===== config.mk =====
export PLATFORM = sky130hd
export DESIGN_NAME = vss_ctrl
export DESIGN_NICKNAME = d
export VERILOG_FILES = /design/src/rtl/core/vss_pkg.sv /design/src/rtl/core/vss_ctrl.sv
export SDC_FILE = /design/constraint.sdc
export NUM_CORES = 1
export LEC_CHECK = 0
export ABC_AREA = 0
export BUFFER_PORTS_ARGS = -buffer_cell sky130_fd_sc_hd__clkbuf_2
export CORE_ASPECT_RATIO = 0.75
export CORE_MARGIN = 4
export CORE_UTILIZATION = 40
export CTS_BUF_LIST = sky130_fd_sc_hd__clkbuf_8
export CTS_CLUSTER_DIAMETER = 150
export CTS_CLUSTER_SIZE = 14
export DETAILED_ROUTE_END_ITERATION = 7
export SLEW_MARGIN = 25
export SYNTH_ARGS = -nofsm -noshare
export SYNTH_HDL_FRONTEND = slang
export SYNTH_SLANG_ARGS = --single-unit

===== constraint.sdc =====
create_clock -name clk -period 1.9 [get_ports clk]
set_input_delay 0.475 -clock clk [delete_from_list [all_inputs] [get_ports clk]]
set_output_delay 0.475 -clock clk [all_outputs]
set_load 0.02 [all_outputs]

===== src/rtl/core/vss_pkg.sv =====
package vss_pkg;

  // fixed formats
  localparam int GAIN_BITS  = 16;
  localparam int SQRT_STEPS = 32;
  localparam logic [16:0] SCALE_ONE = 17'h10000;

  // configuration register indexes
  localparam logic [2:0] REG_STEP_GAIN      = 3'd0;
  localparam logic [2:0] REG_STOP_THRESHOLD = 3'd1;
  localparam logic [2:0] REG_MAX_POS_STEP   = 3'd2;
  localparam logic [2:0] REG_MAX_LOOK_STEP  = 3'd3;
  localparam logic [2:0] REG_MAX_UP_STEP    = 3'd4;

  // vector selects
  localparam logic [1:0] VEC_POS  = 2'd0;
  localparam logic [1:0] VEC_LOOK = 2'd1;
  localparam logic [1:0] VEC_UP   = 2'd2;

  localparam logic [1:0] AXIS_LAST = 2'd2;

  typedef enum logic [4:0] {
    OP_NONE,
    OP_CAPTURE,
    OP_SNAP,
    OP_VINIT,
    OP_ERR,
    OP_MUL_WANT,
    OP_CHECK,
    OP_SDIV_GO,
    OP_DIV_STEP,
    OP_SCALE,
    OP_FLOOR,
    OP_MUL_MOVE,
    OP_ADD,
    OP_MUL_SQ,
    OP_ACC,
    OP_SQRT_GO,
    OP_SQRT_STEP,
    OP_NDIV_GO,
    OP_NWR,
    OP_OUT
  } op_t;

  typedef enum logic [4:0] {
    S_IDLE,
    S_DISPATCH,
    S_SNAP,
    S_VINIT,
    S_ERR,
    S_WANT,
    S_CHECK,
    S_SDIV_GO,
    S_SDIV,
    S_SCALE,
    S_FLOOR,
    S_MUL,
    S_ADD,
    S_SQ,
    S_ACC,
    S_SQRT_GO,
    S_SQRT,
    S_NCHK,
    S_NDIV_GO,
    S_NDIV,
    S_NWR,
    S_DONE
  } state_t;

  typedef struct packed {
    op_t        op;
    logic [1:0] vsel;
    logic [1:0] asel;
  } cmd_t;

  typedef struct packed {
    logic kind;
    logic need_div;
    logic vec_moved;
    logic norm_zero;
  } stat_t;

endpackage


===== src/rtl/core/vss_ctrl.sv =====
module vss_ctrl #(
  parameter int FRACTION_BITS = 16
) (
  input  logic           clk,
  input  logic           rst_n,
  input  logic           in_valid,
  output logic           in_ready,
  output logic           out_valid,
  input  logic           out_ready,
  input  vss_pkg::stat_t stat,
  output vss_pkg::cmd_t  cmd
);

  localparam int DVW = 32 + FRACTION_BITS;
  localparam int CW  = $clog2(DVW + 1);

  vss_pkg::state_t state_r, state_nxt;
  logic [1:0]      v_r, v_nxt;
  logic [1:0]      a_r, a_nxt;
  logic [CW-1:0]   cnt_r, cnt_nxt;
  logic            oval_r, oval_nxt;

  // state register
  always_ff @(posedge clk) begin
    if (!rst_n) begin
      state_r <= vss_pkg::S_IDLE;
      v_r     <= '0;
      a_r     <= '0;
      cnt_r   <= '0;
      oval_r  <= 1'b0;
    end else begin
      state_r <= state_nxt;
      v_r     <= v_nxt;
      a_r     <= a_nxt;
      cnt_r   <= cnt_nxt;
      oval_r  <= oval_nxt;
    end
  end

  // next state and commands
  always_comb begin
    state_nxt = state_r;
    v_nxt     = v_r;
    a_nxt     = a_r;
    cnt_nxt   = cnt_r;
    oval_nxt  = oval_r && !out_ready;
    cmd.op    = vss_pkg::OP_NONE;
    cmd.vsel  = v_r;
    cmd.asel  = a_r;
    in_ready  = 1'b0;
    case (state_r)
      vss_pkg::S_IDLE: begin
        in_ready = 1'b1;
        if (in_valid) begin
          cmd.op    = vss_pkg::OP_CAPTURE;
          state_nxt = vss_pkg::S_DISPATCH;
        end
      end
      vss_pkg::S_DISPATCH: begin
        v_nxt     = vss_pkg::VEC_POS;
        state_nxt = stat.kind ? vss_pkg::S_SNAP : vss_pkg::S_VINIT;
      end
      vss_pkg::S_SNAP: begin
        cmd.op    = vss_pkg::OP_SNAP;
        state_nxt = vss_pkg::S_DONE;
      end
      vss_pkg::S_VINIT: begin
        cmd.op    = vss_pkg::OP_VINIT;
        a_nxt     = '0;
        state_nxt = vss_pkg::S_ERR;
      end
      vss_pkg::S_ERR: begin
        cmd.op    = vss_pkg::OP_ERR;
        state_nxt = vss_pkg::S_WANT;
      end
      vss_pkg::S_WANT: begin
        cmd.op    = vss_pkg::OP_MUL_WANT;
        state_nxt = vss_pkg::S_CHECK;
      end
      vss_pkg::S_CHECK: begin
        cmd.op = vss_pkg::OP_CHECK;
        if (stat.need_div) begin
          state_nxt = vss_pkg::S_SDIV_GO;
        end else if (a_r == vss_pkg::AXIS_LAST) begin
          state_nxt = vss_pkg::S_FLOOR;
        end else begin
          a_nxt     = a_r + 2'd1;
          state_nxt = vss_pkg::S_ERR;
        end
      end
      vss_pkg::S_SDIV_GO: begin
        cmd.op    = vss_pkg::OP_SDIV_GO;
        cnt_nxt   = CW'(DVW);
        state_nxt = vss_pkg::S_SDIV;
      end
      vss_pkg::S_SDIV: begin
        cmd.op  = vss_pkg::OP_DIV_STEP;
        cnt_nxt = cnt_r - 1'b1;
        if (cnt_r == CW'(1)) state_nxt = vss_pkg::S_SCALE;
      end
      vss_pkg::S_SCALE: begin
        cmd.op = vss_pkg::OP_SCALE;
        if (a_r == vss_pkg::AXIS_LAST) begin
          state_nxt = vss_pkg::S_FLOOR;
        end else begin
          a_nxt     = a_r + 2'd1;
          state_nxt = vss_pkg::S_ERR;
        end
      end
      vss_pkg::S_FLOOR: begin
        cmd.op    = vss_pkg::OP_FLOOR;
        a_nxt     = '0;
        state_nxt = vss_pkg::S_MUL;
      end
      vss_pkg::S_MUL: begin
        cmd.op    = vss_pkg::OP_MUL_MOVE;
        state_nxt = vss_pkg::S_ADD;
      end
      vss_pkg::S_ADD: begin
        cmd.op = vss_pkg::OP_ADD;
        if (a_r == vss_pkg::AXIS_LAST) begin
          a_nxt = '0;
          if (v_r != vss_pkg::VEC_POS && stat.vec_moved) begin
            state_nxt = vss_pkg::S_SQ;
          end else if (v_r == vss_pkg::VEC_UP) begin
            state_nxt = vss_pkg::S_DONE;
          end else begin
            v_nxt     = v_r + 2'd1;
            state_nxt = vss_pkg::S_VINIT;
          end
        end else begin
          a_nxt     = a_r + 2'd1;
          state_nxt = vss_pkg::S_MUL;
        end
      end
      vss_pkg::S_SQ: begin
        cmd.op    = vss_pkg::OP_MUL_SQ;
        state_nxt = vss_pkg::S_ACC;
      end
      vss_pkg::S_ACC: begin
        cmd.op = vss_pkg::OP_ACC;
        if (a_r == vss_pkg::AXIS_LAST) begin
          state_nxt = vss_pkg::S_SQRT_GO;
        end else begin
          a_nxt     = a_r + 2'd1;
          state_nxt = vss_pkg::S_SQ;
        end
      end
      vss_pkg::S_SQRT_GO: begin
        cmd.op    = vss_pkg::OP_SQRT_GO;
        cnt_nxt   = CW'(vss_pkg::SQRT_STEPS);
        state_nxt = vss_pkg::S_SQRT;
      end
      vss_pkg::S_SQRT: begin
        cmd.op  = vss_pkg::OP_SQRT_STEP;
        cnt_nxt = cnt_r - 1'b1;
        if (cnt_r == CW'(1)) state_nxt = vss_pkg::S_NCHK;
      end
      vss_pkg::S_NCHK: begin
        a_nxt = '0;
        if (!stat.norm_zero) begin
          state_nxt = vss_pkg::S_NDIV_GO;
        end else if (v_r == vss_pkg::VEC_UP) begin
          state_nxt = vss_pkg::S_DONE;
        end else begin
          v_nxt     = v_r + 2'd1;
          state_nxt = vss_pkg::S_VINIT;
        end
      end
      vss_pkg::S_NDIV_GO: begin
        cmd.op    = vss_pkg::OP_NDIV_GO;
        cnt_nxt   = CW'(DVW);
        state_nxt = vss_pkg::S_NDIV;
      end
      vss_pkg::S_NDIV: begin
        cmd.op  = vss_pkg::OP_DIV_STEP;
        cnt_nxt = cnt_r - 1'b1;
        if (cnt_r == CW'(1)) state_nxt = vss_pkg::S_NWR;
      end
      vss_pkg::S_NWR: begin
        cmd.op = vss_pkg::OP_NWR;
        if (a_r != vss_pkg::AXIS_LAST) begin
          a_nxt     = a_r + 2'd1;
          state_nxt = vss_pkg::S_NDIV_GO;
        end else if (v_r == vss_pkg::VEC_UP) begin
          state_nxt = vss_pkg::S_DONE;
        end else begin
          v_nxt     = v_r + 2'd1;
          state_nxt = vss_pkg::S_VINIT;
        end
      end
      vss_pkg::S_DONE: begin
        // load the output register once the previous result is gone
        if (!oval_r || out_ready) begin
          cmd.op    = vss_pkg::OP_OUT;
          oval_nxt  = 1'b1;
          state_nxt = vss_pkg::S_IDLE;
        end
      end
      default: state_nxt = vss_pkg::S_IDLE;
    endcase
    out_valid = oval_r;
  end

endmodule


### Yosys cells after proc, flatten, opt, wreduce, memory -nomap -nowiden

Index checks and enable logic that the tools add are counted.
W data, S select, Z words.

| storage, ports and cells | value |
|---|---|
| register bits | 16 |
| input port bits | 8 |
| output and inout bits | 11 |
| word-level logic and storage cells | 95 |

| operators by class | value |
|---|---|
| add/subtract/negate cells | 3 |
| equal/unequal tests | 36 |
| multiplexer cells | 33 |
| reduce and logical (&&, ||, !) cells | 18 |

Operator list:

| kind | number |
|---|---|
| $pmux W5 S22 | 1 |
| $pmux W5 S19 | 1 |
| $mux W5 | 11 |
| $eq A5 B4 Y1 const B | 8 |
| $eq A5 B5 Y1 const B | 6 |
| $ne A2 B2 Y1 const B | 12 |
| $eq A5 B3 Y1 const B | 4 |
| $mux W2 | 10 |
| $pmux W6 S3 | 1 |
| $eq A5 B2 Y1 const B | 2 |
| $pmux W2 S5 | 1 |
| $reduce_and A5 Y1 | 2 |
| $mux W4 | 2 |
| $pmux W2 S4 | 1 |
| $eq A6 B1 Y1 const B | 1 |
| $reduce_or A2 Y1 | 3 |
| $reduce_or A3 Y1 | 2 |
| $sub A6 B1 Y6 const B | 1 |
| $eq A5 B1 Y1 const B | 1 |
| $logic_not A5 Y1 | 1 |
| $mux W1 | 5 |
| $reduce_bool A5 Y1 | 1 |
| $add A2 B1 Y2 const B | 2 |
| $eq A2 B2 Y1 const B | 2 |
| other kinds (7) | 9 |

### Longest topological paths before layout

| depth | value |
|---|---|
| word-level depth | 5 |
| gate-level depth with buffers | 8 |
| mapped depth without buffers | 7 |

### Least setup slack after synthesis

No wires, ideal clock.

| path | value |
|---|---|
| path kind | register to output |
| start | register state_r[4] |
| end | output port cmd[4] (netlist bit) |
| data arrival time | 1.355 ns |
| setup slack | 0.070 ns |
| cell stages (with the launch flop) | 7 |
| buffers on the path | 3 |
| cells stage by stage | dfxtp_1 buf_6 clkbuf_1 clkbuf_1 o21ai_0 a21oi_1 nand2_1 |

RTL lines:

| item | line | text |
|---|---|---|
| from (decl) | vss_ctrl.sv:17 | `vss_pkg::state_t state_r, state_nxt;` |
| from (signal assigned) | vss_ctrl.sv:26 | `state_r <= vss_pkg::S_IDLE;` |
| from (signal assigned) | vss_ctrl.sv:32 | `state_r <= state_nxt;` |
| to (decl) | vss_ctrl.sv:11 | `output vss_pkg::cmd_t cmd` |

==> flow_summary.json <==
{
  "share_seq_of_total_power_pct": 19.3,
  "post-route-worst-setup-slack_ns": 0.0426,
  "cellLeakagePower_nw": 0.866,
  "place.detailed.instances": 312,
  "most_used_dff_post_synth": "sky130_fd_sc_hd__dfxtp_1",
  "clock_insertion_delay_worst_skew_ns": 0.25,
  "fin_worst_hold_slack_ns": 0.507,
  "clock_sinks": 16,
  "grt-ovfl-total": 0,
  "worst_setup_hold_path_clk_slew_ns": 0.07,
  "yosys.area_share.simple_pct": 28.5,
  "synth-compound-area-share_pct": 33.8,
  "fin_total_pwr_mw": 2.98,
  "irDropWorstVdd_uv": 875,
  "synth_seq_cells": 16,
  "synth_top_family_by_area": "compound AO/OA/AOI/OAI gates",
  "drc": 0,
  "synth_top_cell_by_area": "sky130_fd_sc_hd__dfxtp_1",
  "cts_root_buf": "sky130_fd_sc_hd__clkbuf_8",
  "critical_path_arrival_ns": 1.38,
  "final-hold-violation-count": 0,
  "vias_per_cell": 5.68,
  "synth_mux_area_share_pct": 1.87,
  "fin_setup_tns_ns": 0,
  "place.gp.congestion": 0.915,
  "area_growth_pct": 27.6,
  "die_w_microns": 81.1,
  "timing.slew.headroom_pct": 68.2,
  "ant_nets": 0,
  "post-place-ws_ns": 0.0426,
  "synth-edff-count": 0,
  "detailedPlacementHpwl_mm": 3.60,
  "grtUsageTotal_pct": 19.3,
  "final_nets": 285,
  "maxCapViolations": 0,
  "cts_buffer_depth": 2,
  "synthAdderAreaFrac_pct": 6.24,
  "placeableCoreArea_sq_um": 3760,
  "placedInstanceArea_sq_um": 1890,
  "layout.cells.most_common": "sky130_fd_sc_hd__buf_4",
  "final_design_area_no_fill_sq_um": 2050,
  "status": "complete, no violations",
  "placement.io_buffers": 18,
  "pwr-share-clk_pct": 10.3,
  "yosys_warnings": 0,
  "synth_top_area_share_pct": 20.0,
  "share_of_final_layout_standard_cells_stronger_than_drive_strength_1_pct": 29.9,
  "final_cells": 320,
  "syn_area_sq_um": 1600,
  "fp-row-count": 19,
  "die_area_sq_um": 5100,
  "avgRoutedWirePerCell_microns": 15.2,
  "clock_tree_from_tritoncts": "done",
  "first_pass_grt_wire_length_mm": 7.80,
  "cts_hold_buf": 0,
  "max_freq_mhz": 538,
  "vias": 1817,
  "initial_antenna_violation_count": 0,
  "pin_count": 19,
  "period_needed_ns": 1.86,
  "fin_skew_ns": 0.00170,
  "power.share.switching_pct": 48.4,
  "cp-end-kind": "output pin",
  "rsz0062_at_grt": "true",
  "path_max_fanout": 8,
  "cellPowerDensity_nw_per_um2": 1460,
  "synth-xor-area-share_pct": 1.09,
  "timing.final.crit_share_pct": 97.8,
  "netSwitchingPower_mw": 1.45,
  "final-setup-viol-count": 0,
  "initial_core_utilization_pct": 42.7,
  "netlist_instances": 230,
  "comb_power_share_pct": 70.4,
  "internal-power_mw": 1.54,
  "synth_seq_area_share_pct": 20.0,
  "fp.dieH_microns": 62.8,
  "fillerInstances": 393,
  "drtIter0Drc": 183,
  "synth_nets": 246,
  "numCtsBuffers": 3,
  "timing_max_transition_violations_final": 0,
  "first_global_vias": 1618,
  "timing.reg2reg.setup_slack_ns": 0.10,
  "totalWireLength_mm": 4.87,
  "worst_setup_path_start_kind": "flip-flop",
  "final_core_utilization_pct": 54.5,
  "synth.avg_cell_area_sq_um": 6.97,
  "drtPass1Iterations": 5,
  "synthArstFlopShare_pct": 0,
  "ctsHtreeMaxLevel": 1,
  "highest_count_cells_in_the_layout_ignoring_fill_and_taps": "30 x sky130_fd_sc_hd__buf_4, 23 x sky130_fd_sc_hd__nor2_1, 20 x sky130_fd_sc_hd__nand2_1, 18 x sky130_fd_sc_hd__a21oi_1, 16 x sky130_fd_sc_hd__clkbuf_2",
  "yosys.cell_types.count": 59,
  "n_antenna_cell": 0,
  "setup.worst_path.class": "reg2out",
  "grt_start_max_net_pins": 16,
  "synth.top_cells.by_area": "sky130_fd_sc_hd__dfxtp_1 20%, sky130_fd_sc_hd__ha_1 6.2%, sky130_fd_sc_hd__nor2_1 6.1%",
  "critical_path_required_ns": 1.42,
  "timing_worst_slew_pin_value_ns": 0.476,
  "hold_path_class": "in2reg"
}
==> critical path: stages (launching register included) <==
cell and delay (ns):
sky130_fd_sc_hd__dfxtp_4 0.39, sky130_fd_sc_hd__buf_4 0.12, sky130_fd_sc_hd__buf_4 0.18, sky130_fd_sc_hd__inv_4 0.08
sky130_fd_sc_hd__a41o_1 0.21, sky130_fd_sc_hd__buf_2 0.15
==> per-layer routing <==
layer	track usage (%)	up-vias	wire, microns
li1	-	910	-
met1	29.6	835	2410
met2	26.8	66	2050
met3	4.90	6	355
met4	3.16	0	52
met5	0	-	0
==> power by group through the flow <==
| stage | registers, mW | clock network, mW | logic [mW] |
|---|---|---|---|
| 3_3_place_gp | 0.556 | 0 | 1.93 |
| 3_5_place_dp | 0.554 | 0 | 1.91 |
| 5_1_grt | 0.598 | 0.332 | 2.29 |
| 6_report | 0.576 | 0.308 | 2.10 |
| 2_1_floorplan | 0.517 | 0 | 1.35 |
| 4_1_cts | 0.561 | 0.315 | 1.96 |
==> what timing repair did <==
| action | in CTS | in global routing |
|---|---|---|
| cloned | 0 | 0 |
| pin swaps | 0 | 3 |
| endpoints found under the setup margin | 4 | 10 |
| setup buffers | 0 | 4 |
| resized for setup | 11 | 19 |
==> synth_stat cells, drive strengths merged (3+ instances only) <==
cell type and number:
buf 10, a21oi 22, nand2b 6, o21a 3
nor2 27, clkbuf 6, nor2b 5, and3 3
ha 8, nand3 5, mux2i 3, nor3 9
o221ai 4, nand2 21, a31oi 3, a22oi 4
inv 16, o21ai 19, o31ai 3, dfxtp 16
==> path summary, 6_finish.rpt <==
path | start | endpoint | cells after the start
min | rst_n | state_r[1]$_SDFFE_PN0P_ | 2
max reg2reg | state_r[2]$_SDFFE_PN0P_ | a_r[1]$_SDFFE_PN0P_ | 8
min reg2reg | cnt_r[0]$_SDFFE_PN0P_ | cnt_r[0]$_SDFFE_PN0P_ | 2
max | state_r[2]$_SDFFE_PN0P_ | cmd[7] | 5
==> final cells by class <==
cell class                 instances  area, sq um  area share [%]
timing repair buffer              50          344            16.8
tap                               52         65.1            3.18
inverter                          16         66.3            3.24
sequential                        16          335            16.4
clock buffer                       4         55.1            2.69
multi-input combinational        182         1180            57.7
==> flip-flops by register name (all words and copies together), names as in the netlist <==
| register | flops |
|---|---|
| state_r | 5 |
| cnt_r | 6 |
| out_valid | 1 |
| v_r | 2 |
| a_r | 2 |
==> kinds of logic (layout without fill, tap and decap cells) <==
logic type               count (synthesis)  in the layout
buffers and inverters                   32             70
AO/OA/AOI/OAI                           79             79
flip-flops                              16             16
XOR/XNOR                                 2              2
multiplexers                             3              3
adder cells (fa/ha/maj)                  8              8
AND/OR/NAND/NOR                         90             90
(Power assumes the default switching activity.)
